===== src/design/bmpw_pkg.sv =====
`default_nettype none

package bmpw_pkg;

  // Input item kinds (tuser on the slave side)
  localparam logic ACT_START = 1'b0;
  localparam logic ACT_PIXEL = 1'b1;

  // Configuration register indexes
  localparam logic REG_WIDTH  = 1'b0;
  localparam logic REG_HEIGHT = 1'b1;

  // Header layout
  localparam int unsigned HDR_LEN  = 54;
  localparam logic [5:0]  HDR_LAST = 6'(HDR_LEN - 1);
  localparam logic [5:0]  PIX_LAST = 6'd2;

  // Field widths fixed by the stream format
  localparam int unsigned CFG_W   = 15;
  localparam int unsigned COMP_W  = 17;
  localparam int unsigned HDIM_W  = 16;
  localparam int unsigned ROWB_W  = 18;

  typedef enum logic [0:0] {
    CMD_HEADER = 1'b0,
    CMD_PIXEL  = 1'b1
  } cmd_kind_e;

  // One command from the front to the back
  typedef struct packed {
    cmd_kind_e           kind;
    logic                frame_end;
    logic [1:0]          pad;
    logic [7:0]          byte_b;
    logic [7:0]          byte_g;
    logic [7:0]          byte_r;
    logic [HDIM_W-1:0]   width;
    logic [HDIM_W-1:0]   height;
    logic [ROWB_W-1:0]   row_bytes;
  } cmd_t;

  // Q1.16 intensity to byte: floor(min(v, 1.0) * 255)
  function automatic logic [7:0] to_byte(logic [COMP_W-1:0] v);
    logic [COMP_W-1:0] s;
    logic [24:0]       p;
    begin
      s = v[16] ? 17'h10000 : v;
      p = {s, 8'h00} - 25'(s);
      return p[23:16];
    end
  endfunction

  // Header byte at a given offset
  function automatic logic [7:0] hdr_byte(logic [5:0] idx, logic [HDIM_W-1:0] w,
                                          logic [HDIM_W-1:0] h, logic [31:0] size);
    logic [7:0] b;
    begin
      case (idx)
        6'd0:    b = 8'h42;
        6'd1:    b = 8'h4D;
        6'd2:    b = size[7:0];
        6'd3:    b = size[15:8];
        6'd4:    b = size[23:16];
        6'd5:    b = size[31:24];
        6'd10:   b = 8'd54;
        6'd14:   b = 8'd40;
        6'd18:   b = w[7:0];
        6'd19:   b = w[15:8];
        6'd22:   b = h[7:0];
        6'd23:   b = h[15:8];
        6'd26:   b = 8'd1;
        6'd28:   b = 8'd24;
        default: b = 8'h00;
      endcase
      return b;
    end
  endfunction

endpackage

`default_nettype wire


===== src/design/bmp24_stream_writer.sv =====
// Channel     Direction  Handshake                     Payload
// s_axis      in         s_axis_tvalid_i/tready_o      tdata: red, green, blue; tuser: action
// m_axis      out        m_axis_tvalid_o/tready_i      tdata: byte; tlast: run end; tuser: file end
// cfg         in         cfg_valid_i/cfg_ready_o       cfg_addr_i, cfg_data_i
//
// A start item yields 54 header bytes, a pixel item 3 bytes plus 0..3 pad
// bytes at a row end; the output register sends one byte per cycle while
// the sink is ready. A two-entry command queue lets the input side take
// items while bytes drain. Reset clears position, frame and output state
// and sets both dimensions to 1. Config is always ready.
`default_nettype none

module bmp24_stream_writer #(
  parameter int unsigned MAX_DIM = 16384
) (
  input  wire logic        clk_i,
  input  wire logic        rst_ni,
  input  wire logic        s_axis_tvalid_i,
  output logic             s_axis_tready_o,
  input  wire logic [55:0] s_axis_tdata_i,  // red[16:0], green[33:17], blue[50:34], zeros
  input  wire logic        s_axis_tuser_i,  // action
  output logic             m_axis_tvalid_o,
  input  wire logic        m_axis_tready_i,
  output logic [7:0]       m_axis_tdata_o,  // out_byte
  output logic             m_axis_tlast_o,
  output logic             m_axis_tuser_o,  // file_end
  input  wire logic        cfg_valid_i,
  output logic             cfg_ready_o,
  input  wire logic        cfg_addr_i,
  input  wire logic [14:0] cfg_data_i
);

  localparam int unsigned DimW = $clog2(MAX_DIM + 1);

  logic [bmpw_pkg::CFG_W-1:0] width_q, height_q;
  logic [DimW-1:0]            eff_w, eff_h;
  logic                       q_full, q_empty, push, pop;
  bmpw_pkg::cmd_t             push_cmd, pop_cmd;

  // Configuration registers
  assign cfg_ready_o = 1'b1;

  always_ff @(posedge clk_i or negedge rst_ni) begin
    if (!rst_ni) begin
      width_q  <= 15'd1;
      height_q <= 15'd1;
    end else if (cfg_valid_i) begin
      unique case (cfg_addr_i)
        bmpw_pkg::REG_WIDTH:  width_q  <= cfg_data_i;
        bmpw_pkg::REG_HEIGHT: height_q <= cfg_data_i;
        default: ;
      endcase
    end
  end

  // Clamp dimensions to 1..MAX_DIM
  always_comb begin
    if (width_q == '0)
      eff_w = DimW'(1);
    else if (17'(width_q) > 17'(MAX_DIM))
      eff_w = DimW'(MAX_DIM);
    else
      eff_w = DimW'(width_q);
    if (height_q == '0)
      eff_h = DimW'(1);
    else if (17'(height_q) > 17'(MAX_DIM))
      eff_h = DimW'(MAX_DIM);
    else
      eff_h = DimW'(height_q);
  end

  bmpw_front #(.DimW(DimW)) u_front (
    .clk_i      (clk_i),
    .rst_ni     (rst_ni),
    .in_valid_i (s_axis_tvalid_i),
    .in_ready_o (s_axis_tready_o),
    .action_i   (s_axis_tuser_i),
    .red_i      (s_axis_tdata_i[16:0]),
    .green_i    (s_axis_tdata_i[33:17]),
    .blue_i     (s_axis_tdata_i[50:34]),
    .eff_w_i    (eff_w),
    .eff_h_i    (eff_h),
    .q_full_i   (q_full),
    .push_o     (push),
    .cmd_o      (push_cmd)
  );

  bmpw_fifo u_fifo (
    .clk_i       (clk_i),
    .rst_ni      (rst_ni),
    .push_i      (push),
    .push_data_i (push_cmd),
    .full_o      (q_full),
    .pop_i       (pop),
    .empty_o     (q_empty),
    .pop_data_o  (pop_cmd)
  );

  bmpw_back u_back (
    .clk_i       (clk_i),
    .rst_ni      (rst_ni),
    .q_empty_i   (q_empty),
    .q_data_i    (pop_cmd),
    .pop_o       (pop),
    .out_valid_o (m_axis_tvalid_o),
    .out_ready_i (m_axis_tready_i),
    .out_byte_o  (m_axis_tdata_o),
    .out_last_o  (m_axis_tlast_o),
    .out_end_o   (m_axis_tuser_o)
  );

  // File end only on the last byte of a run
  assert property (@(posedge clk_i) disable iff (!rst_ni)
    m_axis_tvalid_o && m_axis_tuser_o |-> m_axis_tlast_o)
    else $error("file end without run end");

  // Queue never pushed without an accepted item
  assert property (@(posedge clk_i) disable iff (!rst_ni)
    push |-> s_axis_tvalid_i && s_axis_tready_o)
    else $error("command pushed without accepted item");

  // A start item is never dropped
  assert property (@(posedge clk_i) disable iff (!rst_ni)
    s_axis_tvalid_i && s_axis_tready_o && s_axis_tuser_i == bmpw_pkg::ACT_START |-> push)
    else $error("start item dropped");

  // Queue never popped while empty
  assert property (@(posedge clk_i) disable iff (!rst_ni)
    pop |-> !q_empty)
    else $error("pop from empty queue");

endmodule

`default_nettype wire


===== src/design/bmpw_fifo.sv =====
`default_nettype none

// Two-entry command queue between front and back
module bmpw_fifo (
  input  wire logic          clk_i,
  input  wire logic          rst_ni,
  input  wire logic          push_i,
  input  wire bmpw_pkg::cmd_t push_data_i,
  output logic               full_o,
  input  wire logic          pop_i,
  output logic               empty_o,
  output bmpw_pkg::cmd_t     pop_data_o
);

  bmpw_pkg::cmd_t mem_q [2];
  logic           wptr_q, rptr_q;
  logic [1:0]     cnt_q;

  assign full_o     = cnt_q[1];
  assign empty_o    = (cnt_q == 2'd0);
  assign pop_data_o = mem_q[rptr_q];

  // Storage
  always_ff @(posedge clk_i) begin
    if (push_i) begin
      mem_q[wptr_q] <= push_data_i;
    end
  end

  // Pointers and fill count
  always_ff @(posedge clk_i or negedge rst_ni) begin
    if (!rst_ni) begin
      wptr_q <= 1'b0;
      rptr_q <= 1'b0;
      cnt_q  <= 2'd0;
    end else begin
      if (push_i) wptr_q <= ~wptr_q;
      if (pop_i)  rptr_q <= ~rptr_q;
      cnt_q <= cnt_q + 2'(push_i) - 2'(pop_i);
    end
  end

endmodule

`default_nettype wire


===== src/design/bmpw_front.sv =====
`default_nettype none

// Accepts items, tracks row/column position and builds commands
module bmpw_front #(
  parameter int unsigned DimW = 15
) (
  input  wire logic                         clk_i,
  input  wire logic                         rst_ni,
  input  wire logic                         in_valid_i,
  output logic                              in_ready_o,
  input  wire logic                         action_i,
  input  wire logic [bmpw_pkg::COMP_W-1:0]  red_i,
  input  wire logic [bmpw_pkg::COMP_W-1:0]  green_i,
  input  wire logic [bmpw_pkg::COMP_W-1:0]  blue_i,
  input  wire logic [DimW-1:0]              eff_w_i,
  input  wire logic [DimW-1:0]              eff_h_i,
  input  wire logic                         q_full_i,
  output logic                              push_o,
  output bmpw_pkg::cmd_t                    cmd_o
);

  logic [DimW-1:0] col_q, col_d, row_q, row_d;
  logic            active_q, active_d;
  logic            accept, row_end, frame_end;

  assign in_ready_o = ~q_full_i;
  assign accept     = in_valid_i & in_ready_o;

  assign row_end   = ((DimW+1)'(col_q) + 1'b1) >= (DimW+1)'(eff_w_i);
  assign frame_end = row_end & (((DimW+1)'(row_q) + 1'b1) >= (DimW+1)'(eff_h_i));

  // Classify: start always goes through, pixels only inside a frame
  assign push_o = accept & ((action_i == bmpw_pkg::ACT_START) | active_q);

  // Command build
  always_comb begin
    cmd_o           = '0;
    cmd_o.width     = bmpw_pkg::HDIM_W'(eff_w_i);
    cmd_o.height    = bmpw_pkg::HDIM_W'(eff_h_i);
    // row length in bytes: 3w plus pad, and pad equals w mod 4
    cmd_o.row_bytes = bmpw_pkg::ROWB_W'({eff_w_i, 1'b0}) + bmpw_pkg::ROWB_W'(eff_w_i)
                    + bmpw_pkg::ROWB_W'(eff_w_i[1:0]);
    if (action_i == bmpw_pkg::ACT_START) begin
      cmd_o.kind = bmpw_pkg::CMD_HEADER;
    end else begin
      cmd_o.kind      = bmpw_pkg::CMD_PIXEL;
      cmd_o.frame_end = frame_end;
      cmd_o.pad       = row_end ? eff_w_i[1:0] : 2'd0;
      cmd_o.byte_b    = bmpw_pkg::to_byte(blue_i);
      cmd_o.byte_g    = bmpw_pkg::to_byte(green_i);
      cmd_o.byte_r    = bmpw_pkg::to_byte(red_i);
    end
  end

  // Position update
  always_comb begin
    col_d    = col_q;
    row_d    = row_q;
    active_d = active_q;
    if (push_o) begin
      if (action_i == bmpw_pkg::ACT_START) begin
        col_d    = '0;
        row_d    = '0;
        active_d = 1'b1;
      end else if (row_end) begin
        col_d = '0;
        if (frame_end) begin
          row_d    = '0;
          active_d = 1'b0;
        end else begin
          row_d = row_q + 1'b1;
        end
      end else begin
        col_d = col_q + 1'b1;
      end
    end
  end

  always_ff @(posedge clk_i or negedge rst_ni) begin
    if (!rst_ni) begin
      col_q    <= '0;
      row_q    <= '0;
      active_q <= 1'b0;
    end else begin
      col_q    <= col_d;
      row_q    <= row_d;
      active_q <= active_d;
    end
  end

endmodule

`default_nettype wire


===== src/design/bmpw_back.sv =====
`default_nettype none

// Turns commands into a byte stream, one byte per cycle while the output is ready
module bmpw_back (
  input  wire logic           clk_i,
  input  wire logic           rst_ni,
  input  wire logic           q_empty_i,
  input  wire bmpw_pkg::cmd_t q_data_i,
  output logic                pop_o,
  output logic                out_valid_o,
  input  wire logic           out_ready_i,
  output logic [7:0]          out_byte_o,
  output logic                out_last_o,
  output logic                out_end_o
);

  bmpw_pkg::cmd_t cur_q;
  logic           busy_q, busy_d;
  logic [5:0]     idx_q, idx_d;
  logic [31:0]    size_q;
  logic [33:0]    prod;

  logic           ov_q, ov_d;
  logic [7:0]     ob_q, ob_d;
  logic           ol_q, ol_d, oe_q, oe_d;

  logic           advance, is_last;
  logic [5:0]     last_idx;
  logic [7:0]     cur_byte;

  assign advance  = ~ov_q | out_ready_i;
  assign last_idx = (cur_q.kind == bmpw_pkg::CMD_HEADER) ? bmpw_pkg::HDR_LAST
                  : bmpw_pkg::PIX_LAST + 6'(cur_q.pad);
  assign is_last  = (idx_q == last_idx);
  assign pop_o    = ~q_empty_i & (~busy_q | (advance & is_last));
  assign prod     = q_data_i.row_bytes * q_data_i.height;

  // Byte at the current offset
  always_comb begin
    if (cur_q.kind == bmpw_pkg::CMD_HEADER) begin
      cur_byte = bmpw_pkg::hdr_byte(idx_q, cur_q.width, cur_q.height, size_q);
    end else begin
      case (idx_q)
        6'd0:    cur_byte = cur_q.byte_b;
        6'd1:    cur_byte = cur_q.byte_g;
        6'd2:    cur_byte = cur_q.byte_r;
        default: cur_byte = 8'h00;
      endcase
    end
  end

  // Sequencing and output register
  always_comb begin
    busy_d = busy_q;
    idx_d  = idx_q;
    ov_d   = ov_q;
    ob_d   = ob_q;
    ol_d   = ol_q;
    oe_d   = oe_q;
    if (advance) begin
      ov_d = busy_q;
      if (busy_q) begin
        ob_d  = cur_byte;
        ol_d  = is_last;
        oe_d  = is_last & (cur_q.kind == bmpw_pkg::CMD_PIXEL) & cur_q.frame_end;
        idx_d = idx_q + 6'd1;
        if (is_last) busy_d = 1'b0;
      end
    end
    if (pop_o) begin
      busy_d = 1'b1;
      idx_d  = '0;
    end
  end

  always_ff @(posedge clk_i) begin
    ob_q <= ob_d;
    ol_q <= ol_d;
    oe_q <= oe_d;
    if (pop_o) begin
      cur_q  <= q_data_i;
      size_q <= prod[31:0] + 32'(bmpw_pkg::HDR_LEN);
    end
  end

  always_ff @(posedge clk_i or negedge rst_ni) begin
    if (!rst_ni) begin
      busy_q <= 1'b0;
      idx_q  <= '0;
      ov_q   <= 1'b0;
    end else begin
      busy_q <= busy_d;
      idx_q  <= idx_d;
      ov_q   <= ov_d;
    end
  end

  assign out_valid_o = ov_q;
  assign out_byte_o  = ob_q;
  assign out_last_o  = ol_q;
  assign out_end_o   = oe_q;

endmodule

`default_nettype wire


===== config.mk =====
export PLATFORM = sky130hd
export DESIGN_NAME = bmp24_stream_writer
export DESIGN_NICKNAME = d
export VERILOG_FILES = /design/src/design/bmpw_pkg.sv /design/src/design/bmp24_stream_writer.sv /design/src/design/bmpw_fifo.sv /design/src/design/bmpw_front.sv /design/src/design/bmpw_back.sv
export SDC_FILE = /design/constraint.sdc
export NUM_CORES = 1
export LEC_CHECK = 0
export BUFFER_PORTS_ARGS = -buffer_cell sky130_fd_sc_hd__buf_2
export CORE_ASPECT_RATIO = 2
export CORE_UTILIZATION = 29
export DETAILED_ROUTE_END_ITERATION = 6
export PLACE_DENSITY_LB_ADDON = 0.2
export SYNTH_ARGS = -nofsm -noshare
export SYNTH_HDL_FRONTEND = slang
export SYNTH_SLANG_ARGS = --single-unit

===== constraint.sdc =====
create_clock -name clk_i -period 9.1 [get_ports clk_i]
set_input_delay 0 -clock clk_i [delete_from_list [all_inputs] [get_ports clk_i]]
set_output_delay 0 -clock clk_i [all_outputs]
set_load 0.03 [all_outputs]

==> results of run 1 <==
-- per-stage QoR --
| stage | instance area (um^2) | setup WS, ns | util [%] | hold slack, ns | std cells |
|---|---|---|---|---|---|
| finish | 28300 | 1.26 | 33.3 | 0.0172 | 3586 |
| global route | 28300 | 0.892 | 33.3 | 0.0195 | 3584 |
| CTS | 28300 | 1.20 | 33.3 | 0.00305 | 3584 |
| detailed placement | 26700 | 1.28 | 31.4 | -0.0622 | 3474 |
| global placement | 26700 | 1.25 | 31.4 | -0.0671 | 3474 |
| floorplan | 24900 | 1.96 | - | -0.296 | 2351 |
-- critical path: stages (launching register included) --
cell and delay [ns]:
dfrtp_4 0.64, buf_4 0.31, mux2i_1 0.85, nor2_1 0.16, fa_1 0.55, inv_1 0.06
fa_1 0.55, fa_1 0.53, inv_1 0.05, fa_1 0.49, fa_1 0.55, inv_1 0.06
fa_1 0.54, inv_1 0.04, ha_1 0.37, a41oi_1 0.25, a21oi_1 0.12, or3_1 0.32
a31oi_1 0.33, nor2_1 0.17, o31a_1 0.31, o311ai_1 0.37
-- Yosys cell counts (8+ instances only) --
cell	number	area (um^2)
a211oi_1	11	82.6
a21o_1	35	263
a21oi_1	62	310
a222oi_1	12	120
a22oi_1	11	82.6
a31oi_1	9	56.3
a41o_1	10	100
and2_1	18	113
and3_1	24	150
clkbuf_1	59	221
dfrtp_1	71	1780
edfxtp_1	249	7480
fa_1	196	3920
ha_1	197	2460
inv_1	330	1240
mux2_2	90	1010
mux2i_1	36	360
nand2_1	225	845
nand2b_1	35	219
nand3_1	39	195
nand4_1	10	62.6
nor2_1	212	796
nor2b_1	36	225
nor3_1	24	120
nor4_1	23	144
o21a_1	20	150
o21ai_0	66	330
o22ai_1	15	93.8
o31a_1	9	78.8
o31ai_1	8	60.1
xnor2_1	65	569
xor2_1	33	289
-- worst max-delay path by stage --
stage	startpoint	endpoint	slack, ns	cells after the start
2_1_floorplan	u_fifo.rptr_q$_DFFE_PN0P_	u_back.size_q[24]$_DFFE_PP_	1.96	24
4_1_cts	u_fifo.rptr_q$_DFFE_PN0P_	u_back.size_q[24]$_DFFE_PP_	1.20	21
3_5_place_dp	u_fifo.rptr_q$_DFFE_PN0P_	u_back.size_q[24]$_DFFE_PP_	1.28	21
6_report	u_fifo.rptr_q$_DFFE_PN0P_	u_back.size_q[24]$_DFFE_PP_	1.26	21
5_1_grt	u_fifo.rptr_q$_DFFE_PN0P_	u_back.size_q[24]$_DFFE_PP_	0.89	21
3_3_place_gp	u_fifo.rptr_q$_DFFE_PN0P_	u_back.size_q[24]$_DFFE_PP_	1.25	21
-- cell families (layout without fill, tap and decap cells) --
kind of cell               count (synthesis)  after routing
and+or+nand+nor                          677            677
buffers and inverters                    405            567
adders and majority gates                393            393
AOI/OAI and AO/OA                        327            327
DFF                                      322            322
muxes                                    126            126
xor gates and xnor gates                  98             98
other                                      2              5
-- area by class of cell --
class | count | area, um^2 | share of cell area (%)
multi-input cells | 1624 | 14000 | 49.7
flip-flops and latches | 322 | 9310 | 32.9
well taps | 1071 | 1340 | 4.74
repair buffers | 183 | 1320 | 4.67
inverters | 332 | 1250 | 4.41
clock buffers | 30 | 729 | 2.58
clock inverters | 22 | 262 | 0.925
diodes | 2 | 5.00 | 0.0177
-- flip-flops by register name (all words and copies together) (netlist names) --
register            count
u_back.idx_q            6
u_fifo.mem_q          150
u_back.out_valid_o      1
u_fifo.cnt_q            2
u_fifo.wptr_q           1
height_q               15
u_back.cur_q           58
u_back.out_end_o        1
u_front.col_q          15
u_back.out_byte_o       8
width_q                15
u_fifo.rptr_q           1
u_back.out_last_o       1
u_back.busy_q           1
u_front.row_q          15
u_back.size_q          31
u_front.active_q        1
-- layer usage --
metal	wire length (um)	part of all wire [%]	GRT usage [%]
met2	43900	58	36.5
met4	6230	8.2	13.2
met3	1780	2.3	1.12
met1	24300	32	16.0
met5	0	0	0
==> summary.log, run 1 <==
[yosys] sequential-to-total area share from yosys stat 37.4%
[critical_path] category of the critical setup timing path register to register
[clocking] htree depth 1
[finish] share of cells above drive strength 1 11.7%
[min_path] destination of the worst hold path u_fifo.mem_q[1][67]$_DFFE_PP_
[yosys] share of the synthesized area in compound gates (AO/OA/AOI/OAI) 9.11%
[yosys] Cell Area, Synth 24900 um^2
[detailed_routing] post-detailed-route count of antenna-violating nets 0
[critical_path] Worst R2R Setup Slack 1.26 ns
[finish] number of filler instances in the final layout 8537
[global_route] largest net degree at the start of global routing 58
[clocking] clock slew seen by the registers of the worst setup and hold paths 0.08 ns
[detailed_routing] DRT Pass-1 Iters 7
[finish] most common library cell in the layout ignoring fill and taps inv_1
[detailed_routing] WL/cell 21.2 um
[yosys] synthesis-stage register bit count 322
[detailed_routing] drt via density 4.96
[global_route] wire length of the first global-routing pass 116 mm
[timing] Final Slew Violations 0
[detailed_routing] initial drt markers 864
[clocking] number of CTS-inserted buffers 28
[global_route] GRT Total Usage 17.9%
[clocking] number of buffers on the longest clock path 3
[critical_path] data arrival at the endpoint of the critical path 8.20 ns
[timing] headroom to the max-slew limit 8.21%
[yosys] adder and majority cell fraction of the synthesized area 25.7%
[global_route] total overflow reported by the global router 0
[clocking] clock sinks 322
[yosys] xor-xnor portion of the synthesized cell area 3.45%
[clocking] CTS root buffer clkbuf_16
[detailed_routing] DRT Wirelength 76.2 mm
[place] final HPWL from detailed placement 60.6 mm
[outcome] result of the run complete, no violations
[global_route] number of antenna violations at the first check in global routing 0
[timing] final setup fails 0
[detailed_routing] remaining design rule violation count 0
[yosys] synthesis warning total 0
[min_path] type of the most critical hold path primary input to register
[timing] min Tclk post-route 7.84 ns
[clocking] TritonCTS clock tree done
[min_path] worst hold path startpoint s_axis_tdata_i[45]
[timing] Worst Tran Pin Value 1.37 ns
[timing] part of the cycle the worst path needs 86.2%
[place] number of port buffers 84
[critical_path] reg2reg path depth 21
[place] final weighted congestion in routability-driven placement 0.987
[timing] final sum of negative setup slack 0 ns
[detailed_routing] detailed-route via count 17800
[floorplanning] number of rows created at floorplan 151
[global_route] via count of the first global-routing pass 19200
[floorplanning] Core Area 84800 um^2
[floorplanning] I/O pins 91
[critical_path] type of origin of the critical path register
[critical_path] worst flop-to-flop path startpoint u_fifo.rptr_q$_DFFE_PN0P_
[yosys] number of unique standard cell types used by synthesis 81
[timing] final-report hold violation count 0
[clocking] number of gates resized after CTS 0
[job] number of maximum-capacitance constraint violations 0
[critical_path] crit end category register
[timing] setup repair after global routing missed its margin false
[yosys] mux cell area share after synthesis 5.52%
[yosys] top_reg_cell synth edfxtp_1
[yosys] post-synthesis cell count 2350
[critical_path] critical register-to-register path endpoint u_back.size_q[24]$_DFFE_PP_
[finish] synthesis-to-finish area growth 13.6%
[critical_path] Crit Path Max Fanout 22
[timing] Worst Clk Skew 0.0198 ns
[yosys] main combinational cell family by area after synthesis adder cells
[floorplanning] die outline area 87000 um^2
[finish] commonest cells after routing, fill and taps aside 330 x inv_1, 249 x edfxtp_1, 225 x nand2_1, 211 x nor2_1, 197 x ha_1
[clocking] hold buffers post-CTS 58
[yosys] number of enable flip-flop cells after synthesis 249
[min_path] cell depth of the worst hold path 4
[yosys] mean instance size in the synthesized netlist 10.6 um^2
[clocking] source-to-sink clock delay at the later pin of the worst-skew pair 0.59 ns
[timing] Achievable Freq 128 MHz
[finish] final net count 2962
[yosys] fraction of registers with async set or reset after synthesis 22.7%
[floorplanning] initial core utilization 29.3%
[floorplanning] Die Span X 209 um
[yosys] post-synthesis simple-gate area fraction 12.6%
[clocking] post-CTS setup buffer count 0
[floorplanning] height of the die 416 um
[critical_path] worst path required time 9.46 ns
Power of run 1 is not shown: default switching activity piles up to over one toggle a cycle in this logic, so the estimate is an artifact.
==> run 2: changes to the inputs <==
- SYNTH_HIERARCHICAL: default -> 1
==> summary.log, run 2 <==
[detailed_routing] remaining design rule violation count 0
[yosys] largest area contributor in the netlist edfxtp_1
[timing] Final Slew Violations 0
[floorplanning] initial core utilization 29.3%
[timing] min Tclk post-route 7.48 ns
[finish] final net count 3044
[floorplanning] Core Area 91300 um^2
[place] final weighted congestion in routability-driven placement 0.871
[detailed_routing] DRT Wirelength 71.5 mm
[timing] final setup fails 0
[timing] part of the cycle the worst path needs 82.2%
[global_route] total overflow reported by the global router 0
[yosys] synthesis warning total 6
[timing] Worst Clk Skew 0.0267 ns
[min_path] type of the most critical hold path primary input to register
[yosys] count leader, synth inv_1
[yosys] ranking of synthesized cells by instance count 352 x inv_1, 258 x edfxtp_1, 248 x nand2_1
[yosys] Cell Area, Synth 26700 um^2
[clocking] TritonCTS clock tree done
[yosys] cell types occupying the most area after synthesis edfxtp_1 29%, fa_1 17%, ha_1 8.6%
[clocking] post-CTS setup buffer count 0
[detailed_routing] WL/cell 19.0 um
[timing] Worst Tran Pin Value 1.12 ns
[yosys] sequential-to-total area share from yosys stat 35.8%
[clocking] htree depth 1
[floorplanning] die outline area 93500 um^2
[timing] final-report hold violation count 0
[detailed_routing] DRT Pass-1 Iters 5
[clocking] number of gates resized after CTS 0
[yosys] mean instance size in the synthesized netlist 10.7 um^2
[detailed_routing] drt via density 4.82
[clocking] number of CTS-inserted buffers 27
[floorplanning] number of rows created at floorplan 157
[clocking] clock sinks 331
[critical_path] type of origin of the critical path register
[timing] minimum setup slack in the final design 1.62 ns
[job] number of maximum-capacitance constraint violations 0
[global_route] GRT Total Usage 15.5%
[floorplanning] height of the die 431 um
[yosys] post-synthesis cell count 2498
[detailed_routing] initial drt markers 797
[timing] headroom to the max-slew limit 25.1%
[global_route] number of antenna violations at the first check in global routing 0
[yosys] fraction of registers with async set or reset after synthesis 22.1%
[yosys] synthesis-stage register bit count 331
[finish] synthesis-to-finish area growth 10.5%
[yosys] top_reg_cell synth edfxtp_1
[critical_path] worst path required time 9.37 ns
[critical_path] crit end category register
[clocking] CTS root buffer clkbuf_16
[finish] largest registers ranked by flip-flop count u_fifo/mem_q: 156 flops, u_back/cur_q: 60 flops, u_back/size_q: 32 flops
[place] number of port buffers 84
[global_route] via count of the first global-routing pass 19900
[timing] Achievable Freq 134 MHz
[yosys] portion of synthesized cell area occupied by the leading cell type 29.0%
[finish] Largest register FFs 156
[timing] setup repair after global routing missed its margin false
[yosys] number of enable flip-flop cells after synthesis 258
[clocking] source-to-sink clock delay at the later pin of the worst-skew pair 0.60 ns
[clocking] clock slew seen by the registers of the worst setup and hold paths 0.08 ns
[finish] commonest cells after routing, fill and taps aside 352 x inv_1, 258 x edfxtp_1, 248 x nand2_1, 226 x fa_1, 184 x ha_1
[critical_path] category of the critical setup timing path register to register
[finish] most flop-heavy register u_fifo/mem_q
[global_route] largest net degree at the start of global routing 58
[floorplanning] Die Span X 217 um
[finish] Antenna Diode Count 0
[floorplanning] I/O pins 91
[global_route] wire length of the first global-routing pass 112 mm
[detailed_routing] post-detailed-route count of antenna-violating nets 0
[place] worst slack after detailed placement 1.58 ns
[yosys] number of unique standard cell types used by synthesis 91
[critical_path] data arrival at the endpoint of the critical path 7.75 ns
[clocking] number of buffers on the longest clock path 3
[finish] share of cells above drive strength 1 11.1%
[detailed_routing] detailed-route via count 18200
[place] final HPWL from detailed placement 54.6 mm
[finish] number of filler instances in the final layout 9347
[timing] final sum of negative setup slack 0 ns
[critical_path] Crit Path Max Fanout 35
[finish] most common library cell in the layout ignoring fill and taps inv_1
[outcome] result of the run complete, no violations
[run 2: worst paths after layout]
kind                            cells past startpoint                          from                       endpoint  slack (ns)
worst min-delay path                                3            s_axis_tdata_i[46]  u_fifo/mem_q[0][70]$_DFFE_PP_        0.01
worst max register to register                     21     u_fifo/rptr_q$_DFFE_PN0P_    u_back/size_q[28]$_DFFE_PP_        1.62
worst max-delay path                               21     u_fifo/rptr_q$_DFFE_PN0P_    u_back/size_q[28]$_DFFE_PP_        1.62
worst min register to register                      2  u_front/active_q$_DFFE_PN0P_   u_front/active_q$_DFFE_PN0P_        0.51
min in group asynchronous                           3                        rst_ni        height_q[0]$_DFFE_PN1P_        0.47
max in group asynchronous                           4                        rst_ni        height_q[3]$_DFFE_PN0P_        7.40
[run 2: metal layers]
layer	track usage (%)	wire, um	share of wire [%]	vias up
met5	0	0	0	-
li1	-	-	-	8484
met3	0.950	1660	2.3	174
met4	8.30	3900	5.5	0
met2	31.5	41200	58	392
met1	15.3	24700	35	9104
[run 2: area by class of cell]
type,count,area (um^2),share of cell area (%)
timing repair buffer,160,1140,3.87
tap,1192,1490,5.05
sequential,331,9580,32.4
clock inverter,20,143,0.483
clock buffer,30,687,2.33
inverter,352,1320,4.47
multi-input combinational,1684,15200,51.4
[run 2: kinds of logic after synthesis]
family          after synthesis  share of synthesized area (%)
flops                       331                           35.8
mux                         112                           4.99
fa+ha+maj                   410                           25.5
xor+xnor                     99                           3.30
buf+inv                     485                           7.54
compound gates              336                           8.90
other cells                   2                         0.0281
simple gates                723                           13.9
[run 2: worst max-delay path, cell delays in order, from the launching register on]
cell and delay, ns:
dfrtp_4 0.73, mux2_2 0.60, and2_1 0.25, fa_1 0.53, inv_1 0.06, fa_1 0.56, fa_1 0.44, fa_1 0.50
inv_1 0.06, fa_1 0.54, inv_1 0.06, fa_1 0.55, inv_1 0.05, ha_1 0.35, o211ai_1 0.11, nor2_1 0.13
o2111a_1 0.26, a2111oi_4 0.09, o41ai_2 0.59, o221a_4 0.33, a211o_2 0.13, nand3_1 0.17
[run 2: per-stage QoR]
stage | instances | area [um^2] | hold slack (ns) | util, %
after global placement | 3659 | 28100 | -0.107 | 30.8
after CTS | 3769 | 29500 | 0.00635 | 32.3
final | 3769 | 29500 | 0.0126 | 32.3
after floorplan | 2500 | 26700 | -0.296 | -
after global routing | 3769 | 29500 | 0.0223 | 32.3
after detailed placement | 3659 | 28100 | -0.108 | 30.8
[run 2: repair_timing]
| action | in CTS | in global routing |
|---|---|---|
| endpoints found under the hold margin | 148 | 0 |
| endpoints found under the setup margin | 0 | 0 |
| hold buffers | 60 | 0 |
Power of run 2 is left out for the same reason.
